File: src/hw/rtl/sce_pkg.sv
// ----------------------------------------------------------------------------
// sce_pkg: shared types and constants
// Item structs, opcodes and controller/datapath interface types for the
// subset convolution engine.
// ----------------------------------------------------------------------------
package sce_pkg;

    localparam int MAX_BITS     = 10;
    localparam int LOG_SIZE_W   = 4;
    localparam int IDX_W        = 10;
    localparam int VAL_W        = 64;
    localparam logic [LOG_SIZE_W-1:0] LOG_SIZE_RESET = 4'd10;

    localparam logic [1:0] OP_WRITE = 2'd0;
    localparam logic [1:0] OP_RUN   = 2'd1;
    localparam logic [1:0] OP_READ  = 2'd2;

    typedef struct packed {
        logic [1:0]              op;
        logic [IDX_W-1:0]        element_index;
        logic signed [VAL_W-1:0] f_value;
        logic signed [VAL_W-1:0] g_value;
    } t_in_item;

    typedef struct packed {
        logic signed [VAL_W-1:0] h_value;
        logic [IDX_W-1:0]        out_index;
    } t_out_item;

    // controller -> datapath
    typedef struct packed {
        logic load;   // reset the submask iterator
        logic step;   // issue one term and advance
    } t_dp_cmd;

    // datapath -> controller
    typedef struct packed {
        logic iter_last;  // current term is the last of the run
        logic busy;       // terms still in the pipeline
    } t_dp_status;

endpackage

File: src/hw/rtl/sce_ctrl.sv
// ----------------------------------------------------------------------------
// sce_ctrl: run sequencer
// Steps the datapath through every (mask, submask) term, then drains.
// ----------------------------------------------------------------------------
module sce_ctrl (
    input  logic                i_clk,
    input  logic                i_rst_n,
    input  logic                i_start,
    input  sce_pkg::t_dp_status i_status,
    output sce_pkg::t_dp_cmd    o_cmd,
    output logic                o_idle
);

    typedef enum logic [2:0] {
        S_IDLE  = 3'b001,
        S_RUN   = 3'b010,
        S_DRAIN = 3'b100
    } t_state;

    t_state r_state;
    t_state n_state;

    always_comb begin
        n_state    = r_state;
        o_cmd.load = 1'b0;
        o_cmd.step = 1'b0;
        unique case (r_state)
            S_IDLE: begin
                if (i_start) begin
                    o_cmd.load = 1'b1;
                    n_state    = S_RUN;
                end
            end
            S_RUN: begin
                o_cmd.step = 1'b1;
                if (i_status.iter_last) begin
                    n_state = S_DRAIN;
                end
            end
            S_DRAIN: begin
                if (!i_status.busy) begin
                    n_state = S_IDLE;
                end
            end
            default: n_state = S_IDLE;
        endcase
    end

    always_ff @(posedge i_clk) begin
        if (!i_rst_n) begin
            r_state <= S_IDLE;
        end else begin
            r_state <= n_state;
        end
    end

    assign o_idle = (r_state == S_IDLE);

endmodule

File: config.mk
export PLATFORM = sky130hd
export DESIGN_NAME = sce_ctrl
export DESIGN_NICKNAME = d
export VERILOG_FILES = /design/src/hw/rtl/sce_pkg.sv /design/src/hw/rtl/sce_ctrl.sv
export SDC_FILE = /design/constraint.sdc
export NUM_CORES = 1
export LEC_CHECK = 0
export ABC_AREA = 1
export BUFFER_PORTS_ARGS = -buffer_cell sky130_fd_sc_hd__buf_2
export CAP_MARGIN = 30
export CORE_AREA = 5 5 42 44
export CTS_BUF_LIST = sky130_fd_sc_hd__clkbuf_8
export DETAILED_ROUTE_END_ITERATION = 8
export DIE_AREA = 0 0 47 49
export PLACE_DENSITY = 0.42
export SETUP_SLACK_MARGIN = 0.4
export SYNTH_ARGS = -nofsm -noshare
export SYNTH_HDL_FRONTEND = slang
export SYNTH_SLANG_ARGS = --single-unit
export TNS_END_PERCENT = 50
File: constraint.sdc
create_clock -name i_clk -period 1.05 [get_ports i_clk]
set_input_delay 0.21 -clock i_clk [delete_from_list [all_inputs] [get_ports i_clk]]
set_output_delay 0.21 -clock i_clk [all_outputs]
set_load 0.05 [all_outputs]
### Word level (Yosys, flattened, before mapping)

Index checks and enable logic that the tools add are counted.

* memory bits (writable): 0
* latch bits: 0
* bits in read-only memories: 0
* memories: 0
* bits in registers: 3
* logic and storage cells: 15

* eq/ne operators: 6
* divide/modulo/power cells: 0
* multiply operators: 0
* muxes and demuxes: 7
* reduce and logical (&&, ||, !) cells: 1
* bitwise logic cells: 0
* $lt $le $gt $ge: 0
* $add $sub $neg: 0
* shift-type cells: 0

Operators by type and width (number)
* $mux 3: 3
* $pmux 3 s3: 1
* $ne 2x2->1 const B: 3
* $eq 3x1->1 const B: 1
* $eq 3x2->1 const B: 1
* $eq 3x3->1 const B: 1
* $mux 1: 3
* $reduce_and 3->1: 1

### Depth between registers and ports, before layout

* depth after elaboration: 3
* depth in mapped cells: 5

### Worst setup path before layout

Ideal clock, no wire load.

* path kind: register to output
* start point: register r_state[2]
* end point: output port o_cmd[1] (netlist bit)
* arrival: 1.174 ns
* path buffers: 0
* stages on the path, launching flop included: 6
* setup slack: -0.334 ns
* path through: dfxtp_1 -> nor2_2 -> nand2_2 -> inv_2 -> nand2_2 -> inv_1

RTL lines
* start, declared: RTL line sce_ctrl.sv:20 `t_state r_state;`
* start signal, assigned: RTL line sce_ctrl.sv:53 `r_state <= n_state;`
* end, declared: RTL line sce_ctrl.sv:10 `output sce_pkg::t_dp_cmd o_cmd,`

==> flow_metrics.py <==
metrics = {
    "route": {
        "drtIter0Drc": 3,
        "ant_nets": 0,
        "detail_route.first_pass.iterations": 2,
        "route.detailed.vias_per_inst": 3.60,
        "detail_route.drc_violations": 0,
        "drt_wl_total_um": 542,
        "mean_routed_wirelength_per_cell_um": 8.60,
        "vias": 227,
    },
    "final_layout": {
        "area.growth.synth_to_final_pct": 106,
        "top_regs": "r_state: 3 flops",
        "n_diodes": 0,
        "final_cell_area_sq_um": 433,
        "largest_register_ff_count": 3,
        "drive_gt1_share_pct": 76.6,
        "finish.net_count": 53,
        "largest_register": "r_state",
        "nFillCells": 174,
        "layout_cells_excl_fill": 63,
    },
    "global_route": {
        "antenna_found_initial": 0,
        "grt_pass1_wl_um": 931,
        "groute.usage.overall_pct": 6.20,
        "globalRouteOverflowTotal": 0,
        "number_of_global_route_vias_before_repair": 236,
        "grt_start_max_net_pins": 4,
    },
    "worst_setup_path": {
        "cpMostUsedCell": "nand2_4",
        "critPathSlowestCell": "dfxtp_4",
        "largest_delay_contributor_family_on_the_critical_path": "flip-flops",
        "worstPathRequired_ns": 0.84,
        "cp_data_arrival_time_ns": 1.04,
        "worst_setup_path_end_kind": "output pin",
        "crit_path_start_kind": "flip-flop",
        "timing.critical_path.slowest_cell_delay_ns": 0.35,
        "worst-path-max-fanout": 3,
        "crit_buf_inv": 3,
        "setup.worst_path.class": "flip-flop to output pin",
        "reg2reg_setup_slack_ns": 0,
        "cell_by_cell_listing_of_the_critical_path": "nor2_4 > nand2_4 > clkinv_4 > nand2_4 > clkinvlp_4 > buf_8",
    },
    "placed_design": {
        "io_buffer_count": 7,
        "dpl_worst_slack_ns": -0.111,
        "placement_cell_area_sq_um": 313,
        "numPlacedInstances": 55,
        "gpl.final_weighted_congestion": 0.655,
    },
    "sta": {
        "relSlewSlack_pct": 89.4,
        "fin_worst_hold_slack_ns": 0.242,
        "setup_viol": 3,
        "postLayoutSetupSlackWorst_ns": -0.199,
        "final_period_utilization_pct": 119,
        "hold_violations": 0,
        "max_freq_ghz": 0.801,
        "fin_skew_ns": 0.00130,
        "drv_slew": 0,
        "min_tclk_post_route_ns": 1.25,
        "worst-slew-pin-transition_ns": 0.158,
        "rsz0062_at_grt": "true",
    },
    "synth": {
        "synth.avg_cell_area_sq_um": 7.79,
        "syn_nets": 32,
        "synthTopCellsByArea": "dfxtp_1, nand3_2, inv_1",
        "synthTopCellsByCount": "inv_1, nand3_2, dfxtp_1",
        "synth_warnings": 0,
        "synth-xor-area-share_pct": 0,
        "yosys_register_bits": 3,
        "synth_area_sq_um": 210,
        "synth_fa_ha_area_share_pct": 0,
        "yosysMostFrequentCell": "inv_1",
        "synthSimpleGateAreaFrac_pct": 45.2,
        "number_of_flops_mapped_to_enable_cells_by_yosys": 0,
        "post_synth_num_cell_types": 13,
        "ys.flop_type": "dfxtp_1",
        "synthDominantAreaCellType": "dfxtp_1",
        "synth.top_cell.area_share_pct": 28.6,
        "ys_seq_area_share_pct": 28.6,
        "post_synthesis_async_set_or_reset_flop_share_pct": 0,
        "synth_compound_area_share_pct": 11.9,
        "synth_top_family_by_area": "simple AND/OR/NAND/NOR gates",
        "synth_cells": 27,
        "muxShareOfSynthArea_pct": 0,
    },
    "die": {
        "die_area_sq_um": 2300,
        "dieHeight_um": 49,
        "floorplan.core_area_sq_um": 1400,
        "io_pins": 8,
        "std_cell_rows": 14,
        "fp.dieW_um": 47,
        "initial_utilization_pct": 15.0,
    },
    "clocking": {
        "clock_latency_ns": 0.22,
        "ctsHoldBuffers": 0,
        "cts_root_buf": "clkbuf_8",
        "clock_sink_count": 3,
        "clkSlewWorstSetupHoldPaths_ns": 0.03,
        "cts.path.max_buffers": 2,
        "cts_made_buffers": 3,
        "cts_tree": "done",
        "h-tree-depth": 1,
    },
    "run_status": {
        "status": "complete, but fails checks",
        "violated_checks": "setup timing",
    },
    "pwr": {
        "totalPowerFinal_w": 0.000707,
        "p_leak_nw": 0.206,
        "ir_worst_vdd_v": 0.000962,
        "power_per_cell_area_nw_per_um2": 1630,
    },
    "min_path": {
        "min-delay-path-class": "primary input to flip-flop",
    },
    "job": {
        "cap_viol_max_count": 0,
    },
}
==> worst reg2reg max path: cells and delay by family (launching register included) <==
kind,cells,cell delay (ns)
AND/OR/NAND/NOR,2,0.26
AO/OA/AOI/OAI,1,0.05
buffers and inverters,3,0.29
flip-flops,1,0.33
==> final cells by class <==
class	instances	area (sq um)	share of cell area [%]
clock inverter	1	3.75	0.867
multi-input combinational	16	138	31.8
tap	16	20.0	4.62
sequential	3	66.3	15.3
clock buffer	3	41.3	9.54
inverter	8	38.8	8.96
timing repair buffer	16	125	28.9
==> cells by family after synthesis <==
kind of cell           count (synthesis)
AOI/OAI and AO/OA                      3
buffers and inverters                  8
DFF                                    3
and+or+nand+nor                       13
==> where the power goes <==
group | switching (W) | internal, W
Clock | 0.0000779 | 0.000249
Sequential | 0.0000113 | 0.000125
Combinational | 0.000130 | 0.000114
==> cell usage in the layout (no fill, tap or decap) <==
master	netlist	final
o21bai_2	1	1
dfxtp_2	0	2
buf_8	0	1
inv_2	2	1
buf_2	0	4
nand2_4	0	2
a21oi_2	1	1
buf_6	0	2
a21oi_1	1	1
nor3_4	1	1
nor2_4	0	1
dfxtp_4	0	1
inv_1	6	6
nand3_1	1	1
clkinv_4	0	1
buf_4	0	9
clkbuf_8	0	3
nor2_1	2	1
nand2_1	2	2
nand3_2	4	4
clkinvlp_4	0	1
nor2_2	1	1
==> stage by stage <==
stage	setup TNS [ns]	util, %
floorplan	-0.467	-
global placement	-0.160	22.3
detailed placement	-0.174	22.3
CTS	-0.662	29.7
global route	-0.772	30.9
finish	-0.529	30.9
==> what timing repair did <==
action	in CTS	in global routing
gates resized for setup	11	4
setup buffers	3	1
setup endpoints to repair	6	6
pin swaps	4	2
==> path summary, 6_finish.rpt <==
kind	from	cells past startpoint	end
setup / recovery	r_state[1]	6	o_cmd[1]
hold / removal	i_rst_n	3	r_state[1]
setup reg to reg	r_state[0]	6	r_state[0]
hold reg to reg	r_state[1]	3	r_state[2]
==> metal layers <==
metal / wire length (um) / GRT usage [%] / share of wire (%) / up-vias
li1: - / - / - / 121
met1: 206 / 7.05 / 38 / 97
met2: 270 / 7.69 / 50 / 7
met3: 44 / 3.69 / 8.1 / 2
met4: 20 / 5.53 / 3.7 / 0
met5: 0 / 0 / 0 / -
Note: power is estimated with default switching activity, not from simulation.
